$ cat src/hdl/emgwfe_pkg.sv
// Shared types and fixed field widths for the EMG window feature extractor
`timescale 1ns / 1ps

package emgwfe_pkg;

  // fixed widths of the request and result fields
  localparam int SAMPLE_W   = 16;
  localparam int SMOOTHED_W = 19;
  localparam int IABS_W     = 25;
  localparam int MEAN_W     = 19;
  localparam int SSUM_W     = 43;
  localparam int VAR_W      = 37;
  localparam int RMS_W      = 19;

  // sequencer states
  typedef enum logic [2:0] {
    ST_IDLE,
    ST_SMOOTH,
    ST_MAG,
    ST_MUL,
    ST_SQSUM,
    ST_DIV,
    ST_ROOT,
    ST_DONE
  } state_t;

endpackage

$ cat src/hdl/emg_window_feature_extractor_unit.sv
// EMG window feature extractor: smoothing, window sums, serial divide and root
// Usage:
//   One signed sample request enters on in_valid/in_stall; one result request
//   with six fields leaves on out_valid/out_stall for every sample taken.
//   The block works on one sample at a time; in_stall is high from the cycle
//   after a request is taken until the sequencer returns to idle.
//   SMW is the smoothed width (SAMPLE_BITS + clog2(AVERAGE_TAPS)) and SQW the
//   square-sum width (2*SMW - 1 + clog2(WINDOW_LENGTH), at most 64).
//   Each sample passes through the bit-serial squaring (SMW steps), the
//   restoring constant dividers (one quotient bit per cycle, SQW steps) and
//   the restoring square root (one root bit per cycle).
//   Both histories sit in RAMs; a wrap flag per ring makes never-written
//   entries read as zero, so no clearing pass is needed after reset.
//   Reset (rst_n low, synchronous) empties the rings and zeroes all sums.
//   The result sits in an output register; while out_stall holds it, a new
//   sample is still accepted and computed, and only the final load waits.
`timescale 1ns / 1ps

module emg_window_feature_extractor_unit #(
  parameter int AVERAGE_TAPS  = 8,
  parameter int WINDOW_LENGTH = 64,
  parameter int SAMPLE_BITS   = 16
) (
  input  logic                                      clk,
  input  logic                                      rst_n,
  input  logic                                      in_valid,
  output logic                                      in_stall,
  input  logic signed [emgwfe_pkg::SAMPLE_W-1:0]    in_sample,
  output logic                                      out_valid,
  input  logic                                      out_stall,
  output logic signed [emgwfe_pkg::SMOOTHED_W-1:0]  out_smoothed,
  output logic [emgwfe_pkg::IABS_W-1:0]             out_integrated_abs,
  output logic [emgwfe_pkg::MEAN_W-1:0]             out_mean_abs,
  output logic [emgwfe_pkg::SSUM_W-1:0]             out_square_sum,
  output logic [emgwfe_pkg::VAR_W-1:0]              out_variance,
  output logic [emgwfe_pkg::RMS_W-1:0]              out_rms
);

  // derived widths
  localparam int SMW      = SAMPLE_BITS + $clog2(AVERAGE_TAPS);
  localparam int ABW      = SMW + $clog2(WINDOW_LENGTH);
  localparam int SQW_FULL = 2 * SMW - 1 + $clog2(WINDOW_LENGTH);
  localparam int SQW      = (SQW_FULL > 64) ? 64 : SQW_FULL;
  localparam int PW       = 2 * SMW;
  localparam int RPW      = $clog2(AVERAGE_TAPS);
  localparam int SPW      = $clog2(WINDOW_LENGTH);
  localparam int DVW      = $clog2(WINDOW_LENGTH) + 1;
  localparam int NR       = (SQW + 1) / 2;
  localparam int RADW     = 2 * NR;
  localparam int CW       = $clog2(SQW + 1);

  localparam logic [DVW-1:0] DIV_W   = DVW'(WINDOW_LENGTH);
  localparam logic [DVW-1:0] DIV_WM1 = DVW'(WINDOW_LENGTH - 1);
  localparam logic [RPW-1:0] RAW_LAST = RPW'(AVERAGE_TAPS - 1);
  localparam logic [SPW-1:0] SMO_LAST = SPW'(WINDOW_LENGTH - 1);

  // one restoring divide step: quotient bit on top, new remainder below
  function automatic logic [DVW-1:0] div_step(input logic [DVW-2:0] rem,
                                              input logic           din,
                                              input logic [DVW-1:0] dsr);
    logic [DVW-1:0] r2;
    logic           q;
    r2 = {rem, din};
    q  = 1'b0;
    if (r2 >= dsr) begin
      r2 = r2 - dsr;
      q  = 1'b1;
    end
    return {q, r2[DVW-2:0]};
  endfunction

  emgwfe_pkg::state_t state_r, state_nxt;
  logic [CW-1:0]      cnt_r, cnt_nxt;

  logic [RPW-1:0]     raw_pos_r, raw_pos_nxt;
  logic               raw_full_r, raw_full_nxt;
  logic [SPW-1:0]     smo_pos_r, smo_pos_nxt;
  logic               smo_full_r, smo_full_nxt;
  logic [SMW-1:0]     raw_sum_r, raw_sum_nxt;
  logic [ABW-1:0]     abs_sum_r, abs_sum_nxt;
  logic [SQW-1:0]     sq_sum_r, sq_sum_nxt;
  logic               out_valid_r, out_valid_nxt;

  logic [SMW-1:0]     x_r, x_nxt;
  logic signed [SMW-1:0] s_r, s_nxt;
  logic [SMW-1:0]     old_s_r, old_s_nxt;
  logic [SMW-1:0]     ma_r, ma_nxt, mo_r, mo_nxt;
  logic [PW-1:0]      mcn_r, mcn_nxt, mco_r, mco_nxt;
  logic [SMW-1:0]     mpn_r, mpn_nxt, mpo_r, mpo_nxt;
  logic [PW-1:0]      prn_r, prn_nxt, pro_r, pro_nxt;
  logic [SQW-1:0]     dva_r, dva_nxt, dvw_r, dvw_nxt, dvv_r, dvv_nxt;
  logic [DVW-2:0]     rma_r, rma_nxt, rmw_r, rmw_nxt, rmv_r, rmv_nxt;
  logic [RADW-1:0]    rad_r, rad_nxt;
  logic [NR-1:0]      root_r, root_nxt;
  logic [NR+1:0]      root_rem_r, root_rem_nxt;

  logic signed [emgwfe_pkg::SMOOTHED_W-1:0] o_smo_r, o_smo_nxt;
  logic [emgwfe_pkg::IABS_W-1:0]            o_iabs_r, o_iabs_nxt;
  logic [emgwfe_pkg::MEAN_W-1:0]            o_mean_r, o_mean_nxt;
  logic [emgwfe_pkg::SSUM_W-1:0]            o_ssum_r, o_ssum_nxt;
  logic [emgwfe_pkg::VAR_W-1:0]             o_var_r, o_var_nxt;
  logic [emgwfe_pkg::RMS_W-1:0]             o_rms_r, o_rms_nxt;

  logic                   in_acc;
  logic                   out_free;
  logic                   raw_we, smo_we;
  logic [SMW-1:0]         raw_rdata, smo_rdata;
  logic [SAMPLE_BITS-1:0] samp_bits;
  logic [SMW-1:0]         x_ext;
  logic [DVW-1:0]         stp_a, stp_w, stp_v;
  logic [SQW-1:0]         dvw_step;
  logic [NR+3:0]          rt_r2, rt_trial;
  logic [63:0]            s_wide, abs_wide, mean_wide, sq_wide, var_wide, rms_wide;

  // handshake
  assign in_stall  = (state_r != emgwfe_pkg::ST_IDLE);
  assign in_acc    = in_valid && !in_stall;
  assign out_free  = !out_valid_r || !out_stall;
  assign out_valid = out_valid_r;

  // sample bits above SAMPLE_BITS are dropped (zero-padded when SAMPLE_BITS is wider), then sign extended
  generate
    if (SAMPLE_BITS <= emgwfe_pkg::SAMPLE_W) begin : g_narrow
      assign samp_bits = in_sample[SAMPLE_BITS-1:0];
    end else begin : g_wide
      assign samp_bits = {{(SAMPLE_BITS - emgwfe_pkg::SAMPLE_W){1'b0}}, in_sample};
    end
  endgenerate
  assign x_ext = {{(SMW - SAMPLE_BITS){samp_bits[SAMPLE_BITS-1]}}, samp_bits};

  // raw sample ring
  emgwfe_ram #(.WIDTH(SMW), .DEPTH(AVERAGE_TAPS)) u_raw_ram (
    .clk   (clk),
    .we    (raw_we),
    .waddr (raw_pos_r),
    .wdata (x_r),
    .raddr (raw_pos_r),
    .rdata (raw_rdata)
  );

  // smoothed value ring
  emgwfe_ram #(.WIDTH(SMW), .DEPTH(WINDOW_LENGTH)) u_smo_ram (
    .clk   (clk),
    .we    (smo_we),
    .waddr (smo_pos_r),
    .wdata (s_r),
    .raddr (smo_pos_r),
    .rdata (smo_rdata)
  );

  // divider and root step logic
  assign stp_a    = div_step(rma_r, dva_r[SQW-1], DIV_W);
  assign stp_w    = div_step(rmw_r, dvw_r[SQW-1], DIV_W);
  assign stp_v    = div_step(rmv_r, dvv_r[SQW-1], DIV_WM1);
  assign dvw_step = {dvw_r[SQW-2:0], stp_w[DVW-1]};
  assign rt_r2    = {root_rem_r, rad_r[RADW-1:RADW-2]};
  assign rt_trial = (NR + 4)'({root_r, 2'b01});

  // result fields widened before masking to their widths
  assign s_wide    = {{(64 - SMW){s_r[SMW-1]}}, s_r};
  assign abs_wide  = 64'(abs_sum_r);
  assign mean_wide = 64'(dva_r);
  assign sq_wide   = 64'(sq_sum_r);
  assign var_wide  = 64'(dvv_r);
  assign rms_wide  = 64'(root_r);

  // next state
  always_comb begin
    state_nxt = state_r;
    case (state_r)
      emgwfe_pkg::ST_IDLE:   if (in_acc) state_nxt = emgwfe_pkg::ST_SMOOTH;
      emgwfe_pkg::ST_SMOOTH: state_nxt = emgwfe_pkg::ST_MAG;
      emgwfe_pkg::ST_MAG:    state_nxt = emgwfe_pkg::ST_MUL;
      emgwfe_pkg::ST_MUL:    if (cnt_r == CW'(1)) state_nxt = emgwfe_pkg::ST_SQSUM;
      emgwfe_pkg::ST_SQSUM:  state_nxt = emgwfe_pkg::ST_DIV;
      emgwfe_pkg::ST_DIV:    if (cnt_r == CW'(1)) state_nxt = emgwfe_pkg::ST_ROOT;
      emgwfe_pkg::ST_ROOT:   if (cnt_r == CW'(1)) state_nxt = emgwfe_pkg::ST_DONE;
      emgwfe_pkg::ST_DONE:   if (out_free) state_nxt = emgwfe_pkg::ST_IDLE;
      default:               state_nxt = emgwfe_pkg::ST_IDLE;
    endcase
  end

  // datapath and outputs per state
  always_comb begin
    cnt_nxt      = cnt_r;
    raw_pos_nxt  = raw_pos_r;
    raw_full_nxt = raw_full_r;
    smo_pos_nxt  = smo_pos_r;
    smo_full_nxt = smo_full_r;
    raw_sum_nxt  = raw_sum_r;
    abs_sum_nxt  = abs_sum_r;
    sq_sum_nxt   = sq_sum_r;
    out_valid_nxt = out_valid_r && out_stall;
    x_nxt        = x_r;
    s_nxt        = s_r;
    old_s_nxt    = old_s_r;
    ma_nxt       = ma_r;
    mo_nxt       = mo_r;
    mcn_nxt      = mcn_r;
    mco_nxt      = mco_r;
    mpn_nxt      = mpn_r;
    mpo_nxt      = mpo_r;
    prn_nxt      = prn_r;
    pro_nxt      = pro_r;
    dva_nxt      = dva_r;
    dvw_nxt      = dvw_r;
    dvv_nxt      = dvv_r;
    rma_nxt      = rma_r;
    rmw_nxt      = rmw_r;
    rmv_nxt      = rmv_r;
    rad_nxt      = rad_r;
    root_nxt     = root_r;
    root_rem_nxt = root_rem_r;
    o_smo_nxt    = o_smo_r;
    o_iabs_nxt   = o_iabs_r;
    o_mean_nxt   = o_mean_r;
    o_ssum_nxt   = o_ssum_r;
    o_var_nxt    = o_var_r;
    o_rms_nxt    = o_rms_r;
    raw_we       = 1'b0;
    smo_we       = 1'b0;
    case (state_r)
      // latch the sample; both rings are read at their current slots
      emgwfe_pkg::ST_IDLE: begin
        if (in_acc) begin
          x_nxt = x_ext;
        end
      end
      // moving sum update, store raw sample, pick up the leaving smoothed value
      emgwfe_pkg::ST_SMOOTH: begin
        raw_sum_nxt = raw_sum_r + x_r - (raw_full_r ? raw_rdata : '0);
        s_nxt       = raw_sum_nxt;
        old_s_nxt   = smo_full_r ? smo_rdata : '0;
        raw_we      = 1'b1;
        if (raw_pos_r == RAW_LAST) begin
          raw_pos_nxt  = '0;
          raw_full_nxt = 1'b1;
        end else begin
          raw_pos_nxt = raw_pos_r + RPW'(1);
        end
      end
      // magnitudes, start both serial squarings, store smoothed value
      emgwfe_pkg::ST_MAG: begin
        ma_nxt  = s_r[SMW-1] ? (SMW'(0) - SMW'(s_r)) : SMW'(s_r);
        mo_nxt  = old_s_r[SMW-1] ? (SMW'(0) - old_s_r) : old_s_r;
        mcn_nxt = PW'(ma_nxt);
        mco_nxt = PW'(mo_nxt);
        mpn_nxt = ma_nxt;
        mpo_nxt = mo_nxt;
        prn_nxt = '0;
        pro_nxt = '0;
        cnt_nxt = CW'(SMW);
        smo_we  = 1'b1;
        if (smo_pos_r == SMO_LAST) begin
          smo_pos_nxt  = '0;
          smo_full_nxt = 1'b1;
        end else begin
          smo_pos_nxt = smo_pos_r + SPW'(1);
        end
      end
      // shift-add squaring, one multiplier bit per cycle
      emgwfe_pkg::ST_MUL: begin
        if (mpn_r[0]) prn_nxt = prn_r + mcn_r;
        if (mpo_r[0]) pro_nxt = pro_r + mco_r;
        mcn_nxt = {mcn_r[PW-2:0], 1'b0};
        mco_nxt = {mco_r[PW-2:0], 1'b0};
        mpn_nxt = {1'b0, mpn_r[SMW-1:1]};
        mpo_nxt = {1'b0, mpo_r[SMW-1:1]};
        cnt_nxt = cnt_r - CW'(1);
      end
      // window sums, then load the dividers
      emgwfe_pkg::ST_SQSUM: begin
        abs_sum_nxt = abs_sum_r - ABW'(mo_r) + ABW'(ma_r);
        sq_sum_nxt  = sq_sum_r - SQW'(pro_r) + SQW'(prn_r);
        dva_nxt     = SQW'(abs_sum_nxt);
        dvw_nxt     = sq_sum_nxt;
        dvv_nxt     = sq_sum_nxt;
        rma_nxt     = '0;
        rmw_nxt     = '0;
        rmv_nxt     = '0;
        cnt_nxt     = CW'(SQW);
      end
      // restoring division by the window length and by one less
      emgwfe_pkg::ST_DIV: begin
        dva_nxt = {dva_r[SQW-2:0], stp_a[DVW-1]};
        dvw_nxt = dvw_step;
        dvv_nxt = {dvv_r[SQW-2:0], stp_v[DVW-1]};
        rma_nxt = stp_a[DVW-2:0];
        rmw_nxt = stp_w[DVW-2:0];
        rmv_nxt = stp_v[DVW-2:0];
        cnt_nxt = cnt_r - CW'(1);
        if (cnt_r == CW'(1)) begin
          rad_nxt      = RADW'(dvw_step);
          root_nxt     = '0;
          root_rem_nxt = '0;
          cnt_nxt      = CW'(NR);
        end
      end
      // restoring square root, two radicand bits per cycle
      emgwfe_pkg::ST_ROOT: begin
        rad_nxt = {rad_r[RADW-3:0], 2'b00};
        if (rt_r2 >= rt_trial) begin
          root_rem_nxt = (NR + 2)'(rt_r2 - rt_trial);
          root_nxt     = {root_r[NR-2:0], 1'b1};
        end else begin
          root_rem_nxt = (NR + 2)'(rt_r2);
          root_nxt     = {root_r[NR-2:0], 1'b0};
        end
        cnt_nxt = cnt_r - CW'(1);
      end
      // hand the result to the output register once it is free
      emgwfe_pkg::ST_DONE: begin
        if (out_free) begin
          out_valid_nxt = 1'b1;
          o_smo_nxt     = s_wide[emgwfe_pkg::SMOOTHED_W-1:0];
          o_iabs_nxt    = abs_wide[emgwfe_pkg::IABS_W-1:0];
          o_mean_nxt    = mean_wide[emgwfe_pkg::MEAN_W-1:0];
          o_ssum_nxt    = sq_wide[emgwfe_pkg::SSUM_W-1:0];
          o_var_nxt     = var_wide[emgwfe_pkg::VAR_W-1:0];
          o_rms_nxt     = rms_wide[emgwfe_pkg::RMS_W-1:0];
        end
      end
      default: begin
        cnt_nxt = '0;
      end
    endcase
  end

  // control and window state
  always_ff @(posedge clk) begin
    if (!rst_n) begin
      state_r     <= emgwfe_pkg::ST_IDLE;
      cnt_r       <= '0;
      raw_pos_r   <= '0;
      raw_full_r  <= 1'b0;
      smo_pos_r   <= '0;
      smo_full_r  <= 1'b0;
      raw_sum_r   <= '0;
      abs_sum_r   <= '0;
      sq_sum_r    <= '0;
      out_valid_r <= 1'b0;
    end else begin
      state_r     <= state_nxt;
      cnt_r       <= cnt_nxt;
      raw_pos_r   <= raw_pos_nxt;
      raw_full_r  <= raw_full_nxt;
      smo_pos_r   <= smo_pos_nxt;
      smo_full_r  <= smo_full_nxt;
      raw_sum_r   <= raw_sum_nxt;
      abs_sum_r   <= abs_sum_nxt;
      sq_sum_r    <= sq_sum_nxt;
      out_valid_r <= out_valid_nxt;
    end
  end

  // working and result registers
  always_ff @(posedge clk) begin
    x_r        <= x_nxt;
    s_r        <= s_nxt;
    old_s_r    <= old_s_nxt;
    ma_r       <= ma_nxt;
    mo_r       <= mo_nxt;
    mcn_r      <= mcn_nxt;
    mco_r      <= mco_nxt;
    mpn_r      <= mpn_nxt;
    mpo_r      <= mpo_nxt;
    prn_r      <= prn_nxt;
    pro_r      <= pro_nxt;
    dva_r      <= dva_nxt;
    dvw_r      <= dvw_nxt;
    dvv_r      <= dvv_nxt;
    rma_r      <= rma_nxt;
    rmw_r      <= rmw_nxt;
    rmv_r      <= rmv_nxt;
    rad_r      <= rad_nxt;
    root_r     <= root_nxt;
    root_rem_r <= root_rem_nxt;
    o_smo_r    <= o_smo_nxt;
    o_iabs_r   <= o_iabs_nxt;
    o_mean_r   <= o_mean_nxt;
    o_ssum_r   <= o_ssum_nxt;
    o_var_r    <= o_var_nxt;
    o_rms_r    <= o_rms_nxt;
  end

  assign out_smoothed       = o_smo_r;
  assign out_integrated_abs = o_iabs_r;
  assign out_mean_abs       = o_mean_r;
  assign out_square_sum     = o_ssum_r;
  assign out_variance       = o_var_r;
  assign out_rms            = o_rms_r;

  // a taken request always starts the smoothing step
  a_accept_start: assert property (@(posedge clk) disable iff (!rst_n)
    in_valid && !in_stall |=> state_r == emgwfe_pkg::ST_SMOOTH)
    else $error("accepted request did not start smoothing");

  // a new result only comes from the final state
  a_result_src: assert property (@(posedge clk) disable iff (!rst_n)
    $rose(out_valid_r) |-> $past(state_r) == emgwfe_pkg::ST_DONE)
    else $error("result raised outside the final state");

  // serial squaring has finished with exact products
  a_square_exact: assert property (@(posedge clk) disable iff (!rst_n)
    state_r == emgwfe_pkg::ST_SQSUM |-> prn_r == ma_r * ma_r && pro_r == mo_r * mo_r)
    else $error("serial square mismatch");

  // division remainders end below their divisors
  a_div_rem: assert property (@(posedge clk) disable iff (!rst_n)
    state_r == emgwfe_pkg::ST_ROOT |->
      DVW'(rma_r) < DIV_W && DVW'(rmw_r) < DIV_W && DVW'(rmv_r) < DIV_WM1)
    else $error("divider remainder out of range");

  // the finished root leaves a remainder no larger than twice the root
  a_root_rem: assert property (@(posedge clk) disable iff (!rst_n)
    state_r == emgwfe_pkg::ST_DONE |-> root_rem_r <= (NR + 2)'({root_r, 1'b0}))
    else $error("square root remainder too large");

endmodule

$ cat src/hdl/emgwfe_ram.sv
// Generic single-write, single-read RAM with registered read data
`timescale 1ns / 1ps

module emgwfe_ram #(
  parameter int WIDTH = 8,
  parameter int DEPTH = 8
) (
  input  logic                     clk,
  input  logic                     we,
  input  logic [$clog2(DEPTH)-1:0] waddr,
  input  logic [WIDTH-1:0]         wdata,
  input  logic [$clog2(DEPTH)-1:0] raddr,
  output logic [WIDTH-1:0]         rdata
);

  logic [WIDTH-1:0] mem_r [DEPTH];
  logic [WIDTH-1:0] rdata_r;

  // write port
  always_ff @(posedge clk) begin
    if (we) begin
      mem_r[waddr] <= wdata;
    end
  end

  // registered read port
  always_ff @(posedge clk) begin
    rdata_r <= mem_r[raddr];
  end

  assign rdata = rdata_r;

endmodule

$ cat config.mk
export PLATFORM = sky130hd
export DESIGN_NAME = emg_window_feature_extractor_unit
export DESIGN_NICKNAME = d
export VERILOG_FILES = /design/src/hdl/emgwfe_pkg.sv /design/src/hdl/emg_window_feature_extractor_unit.sv /design/src/hdl/emgwfe_ram.sv
export SDC_FILE = /design/constraint.sdc
export NUM_CORES = 2
export LEC_CHECK = 0
export BUFFER_PORTS_ARGS = -buffer_cell sky130_fd_sc_hd__buf_2
export CAP_MARGIN = 10
export CORE_ASPECT_RATIO = 1.1
export CORE_MARGIN = 3
export CORE_UTILIZATION = 45
export DETAILED_ROUTE_END_ITERATION = 6
export SLEW_MARGIN = 20
export SYNTH_ARGS = -nofsm -noshare
export SYNTH_HDL_FRONTEND = slang
export SYNTH_HIERARCHICAL = 1
export SYNTH_SLANG_ARGS = --single-unit
$ cat constraint.sdc
create_clock -name clk -period 13.2 [get_ports clk]
set_input_delay 1.32 -clock clk [delete_from_list [all_inputs] [get_ports clk]]
set_output_delay 1.32 -clock clk [all_outputs]
set_load 0.01 [all_outputs]
# ---- Word level (Yosys, flattened, before mapping)
# Memory sizes are Yosys's and may differ from the RTL's. A register that Yosys moved wholly into a read port is not among the register bits.
# Cells that the tools add are included.
dict set report classes {
  n_addsub 17
  n_mux 49
  eq_ne 17
  n_lt_le_gt_ge 4
  reduce_logical 21
}
# operator count
set op_table {}
lappend op_table {{$pmux W38 S2} 4}
lappend op_table {{$pmux W43 S2} 3}
lappend op_table {{$pmux W44 S2} 1}
lappend op_table {{$add A38 B38 Y38} 2}
lappend op_table {{$mux W38} 2}
lappend op_table {{$pmux W19 S2} 2}
lappend op_table {{$mux W19} 3}
lappend op_table {{$mux W24} 2}
lappend op_table {{$pmux W24 S2} 1}
lappend op_table {{$mux W44} 1}
lappend op_table {{$pmux W22 S2} 1}
lappend op_table {{$add A43 B38 Y43} 1}
lappend op_table {{$sub A43 B38 Y43} 1}
lappend op_table {{$sub A1 B19 Y19 const A} 2}
lappend op_table {{$pmux W6 S2} 3}
lappend op_table {{$mux W6} 5}
lappend op_table {{$ge A26 B24 Y1} 1}
lappend op_table {{$add A25 B19 Y25} 1}
lappend op_table {{$sub A25 B19 Y25} 1}
lappend op_table {{$pmux W3 S8} 1}
lappend op_table {{$pmux W6 S4} 1}
lappend op_table {{$sub A24 B24 Y24} 1}
lappend op_table {{$mux W22} 1}
lappend op_table {{$add A19 B19 Y19} 1}
lappend op_table {{25 further kinds} 66}
dict set report totals {
  ram_bits 1368
  mem_count 2
  output_inout_bits 164
  reg_bits 789
}
# memory depth word_bits read_ports rd_clocked_by_memory_dff wr line_no
set memory_table {}
lappend memory_table {u_smo_ram.mem_r 64 19 1 1 1 emgwfe_ram.sv:16} ;# logic [WIDTH-1:0] mem_r [DEPTH];
lappend memory_table {u_raw_ram.mem_r 8 19 1 1 1 emgwfe_ram.sv:16}

# ---- Depth between registers and ports, before layout
dict set report logic_depth {
  word_depth 5
  mapped_depth 17
}

# ---- Hierarchy
# Netlist, hierarchy kept.
# module area_each_um2 cells_per_inst n_inst seq_area_each_um2
set modules_own_cells {}
lappend modules_own_cells {{emgwfe_ram (u_smo_ram)} 47113.9 2113 1 36895.4}
lappend modules_own_cells {emg_window_feature_extractor_unit 41506.1 3824 1 22611.7}
lappend modules_own_cells {{emgwfe_ram (u_raw_ram)} 6259.8 251 1 4944.7}

# ---- Worst setup path before layout
# No wires, ideal clock.
dict set report synth_timing {
  path_type {input port to flip-flop}
  start {in out_stall}
  end {reg o_iabs_r, in the netlist out_integrated_abs[0] (enable)}
  t_arrival_ns 8.930
  slack_ns 3.533
  t_required_ns 12.463
  stages 1
  cell_sequence {a21oi_1}
}
dict set report synth_via {
  elab_chain_cells 3
}
# item line_no
set synth_rtl {}
lappend synth_rtl {{start, declared} emg_window_feature_extractor_unit.sv:30} ;# input logic out_stall,
lappend synth_rtl {{$logic_not A1 Y1} emg_window_feature_extractor_unit.sv:118} ;# assign out_free = !out_valid_r || !out_stall;
lappend synth_rtl {{$logic_or A1 B1 Y1} emg_window_feature_extractor_unit.sv:118}
lappend synth_rtl {{$reduce_and A2 Y1 (no line)} -}
lappend synth_rtl {{end signal, assigned} emg_window_feature_extractor_unit.sv:379} ;# o_iabs_r <= o_iabs_nxt;
lappend synth_rtl {{end, declared} emg_window_feature_extractor_unit.sv:98} ;# logic [emgwfe_pkg::IABS_W-1:0] o_iabs_r, o_iabs_nxt;
# Every way passes these cells.
# A chain may end at the register's enable or synchronous reset.

==> metrics.txt <==
outcome complete, no violations; Final Hold Viols 0; Pint around 13 mW; hold buffers post-CTS 0; cell count after synthesis 6188; CTS Buf Count 213; Worst Hold Path Cells 0; Net Sw Frac between 20% and 30%; Sequential Area 64500 sq um; Unique masters post-synth 93; initial antenna violation count 11; I/O Buffers 183; Vert. Die Dim 488 microns; clock buffer depth 3; core area 209000 sq um; fmax 0.206 GHz; Initial Utilization 45.3%; YS warnings 6; RR Startpoint smo_pos_r[0]; P&R area growth vs syn 12.1%; Final setup violation count 0; Hold Crit Start sq_sum_r[19]; DR WL/cell approximately 25 microns; I/O Pins 184; GRT Total Usage 21.6%; most common cell after layout, fill and taps aside edfxtp_1; crit path max fanout 100; asr flop ratio synth 0%; clock slew at reported path FFs approximately 0.070 ns; Post-DRT Antenna Nets 0; TritonCTS clock tree built; synthesis-stage register bit count approximately 2.2k; overall power ~17 mW; Syn Area/Cell 15.3 sq um; gpl congestion 0.894; WP data required 13.92 ns; most frequent cells in the layout edfxtp_1 (2049), nand2_1 (541), inv_1 (369), nor2_1 (301), mux4_2 (295); Max-Cap Viols 0; Critical Path Sink Type register; fin crit period ~4.8 ns; Comb power frac 15.2%; Least-Margin Pin Slew 1.29 ns; Setup Buffers After CTS 0; DR iter-0 viols 4330; Cell Area, Synth 94900 sq um; CP startpoint kind register; vias between 50k and 60k; global route total overflow 0; Skew-Pair Late Insertion Delay slightly below 0.9 ns; sw power 4.49 mW; TNS Setup 0 ns; Arr. time, crit path around 5.6 ns; DP HPWL 153000 microns; number of enable flip-flop cells after synthesis 2049; Post-Route WL approximately 240000 microns; unrepaired setup endpoints after global routing no; Worst Hold Path EP out_square_sum[19]; Primary FF master, synth edfxtp_1; layout cells sized above 1 16.0%; reg-to-reg setup timing slack 8.36 ns; clk sink count 2195; reg2reg end u_smo_ram/rdata[1]; Seq/Total Area, Yosys about 68%; post-route clock period utilization 36.7%; worst rel slew slack 13.7%; Initial DRT Pass Iterations 6; sequential share of power 48.8%; synthesized net count 6478; fin. max-slew vios 0; fillers 17.3k; clock skew 0.0660 ns; PostCTS Resize Cnt 0; peak supply drop approximately 0.15 mV; first-pass GRT wire length 348000 microns; pin count of the biggest net entering global routing around 180; R2R depth 7; drt drc 0; Die W around 440 microns; Hold Crit Class reg -> reg; Clock Power Share 36.0%; Leak 36.6 nW; vias in the first global route 52.3k; final net count 6697; CP Class reg -> reg; Std-Cell Rows 176; Root Buffer clkbuf_16; CTS H-Tree Depth 4; vias per cell 5.66; crit path from smo_pos_r[0]; area of the multi-input gates 28200 sq um; Power Dens Cells between 150 and 200 nW/um^2; die area 216000 sq um
==> synth_stat cells (22+ instances only) <==
master    count  area share, %
mux2i_1     160            1.7
a211oi_1     30           0.24
edfxtp_1   2049             65
o21ai_0     183           0.97
o31ai_1      26           0.21
buf_4        23           0.18
nand4_1      22           0.15
a21oi_1     187           0.99
buf_2        48           0.25
o22ai_1      44           0.29
mux2_2       30           0.36
nand3_1      61           0.32
a31oi_1      43           0.28
nor2b_1      42           0.28
xor2_1       87           0.80
o21a_1      102           0.81
nand2_1     543            2.1
nor3_1       43           0.23
mux4_2      295            7.0
nor2_1      367            1.5
and2_1       74           0.49
a21boi_0     55           0.44
inv_1       370            1.5
and3_1       99           0.65
clkbuf_1    175           0.69
xnor2_1     131            1.2
a21o_1       93           0.74
fa_1         77            1.6
ha_1        193            2.5
dfxtp_1     146            3.1
a22oi_1      46           0.36
nand2b_1     69           0.45
==> how the worst max path moves through the flow <==
stage | endpoint | slack, ns | cells past startpoint
after global placement | u_smo_ram/rdata[1] | 8.33 | 7
after detailed placement | u_smo_ram/rdata[1] | 8.36 | 7
after CTS | u_smo_ram/mem_r[6][5] | 8.34 | 6
after global routing | u_smo_ram/rdata[1] | 8.05 | 7
final | u_smo_ram/rdata[1] | 8.36 | 7
after floorplan | out_integrated_abs[0] | 3.53 | 1
==> logic make-up (layout without fill, tap and decap cells) <==
family	Yosys count	count (layout)	synth area share, %
and+or+nand+nor	1392	1392	6.73
DFF	2195	2195	67.9
AOI/OAI and AO/OA	956	956	6.73
muxes	512	512	9.58
other	0	5	0
xor gates and xnor gates	218	218	2.01
buffers and inverters	645	1046	2.85
adders and majority gates	270	270	4.17
==> flip-flops by register name, indices dropped and copies added (netlist names), 43 cells and up <==
signal	flops
u_raw_ram/mem_r	152
u_smo_ram/mem_r	1216
sq_sum_r	43
rad_r	44
dva_r	43
dvv_r	43
out_square_sum	43
dvw_r	43
==> stage by stage <==
step	setup WS [ns]	hold WS, ns	std cells	util [%]	area, sq um
after floorplan	3.53	0.408	6188	-	94900
after global placement	8.33	0.417	8949	47.3	99000
after detailed placement	8.36	0.434	8949	47.3	99100
after CTS	8.34	0.429	9346	50.7	106000
after global routing	8.05	0.439	9349	50.8	106000
final	8.36	0.421	9353	50.8	106000
==> layer usage <==
layer,up-vias,wire length (microns),GRT usage [%]
li1,23800,-,-
met3,373,14400,3.77
met5,-,17,0
met2,1679,115000,35.9
met1,27100,97800,29.0
met4,2,7970,7.06
==> power by group through the flow <==
stage          Clock [mW]  Sequential, mW  Combinational, mW
3_5_place_dp            0            8.46               2.60
3_3_place_gp            0            8.45               2.56
4_1_cts              6.26            8.31               2.61
6_report             6.12            8.31               2.58
2_1_floorplan           0            8.53               1.58
5_1_grt              6.54            8.32               2.81
==> area by class of cell <==
cell class	instances	area share, %
antenna	5	0.0118
clock buffer	279	5.42
clock inverter	118	1.26
inverter	371	1.31
multi-input combinational	3348	26.5
sequential	2195	60.6
tap	2759	3.25
timing repair buffer	278	1.61
==> worst max-delay path, stage by stage, from the launching register on <==
cell and delay [ns]:
dfxtp_4 0.78, buf_12 0.62, buf_4 0.77, buf_4 0.81, mux4_2 0.59, mux4_2 0.49, o22ai_1 0.24, nor3_1 0.08
No activity file was read; power rests on OpenSTA's default activity.
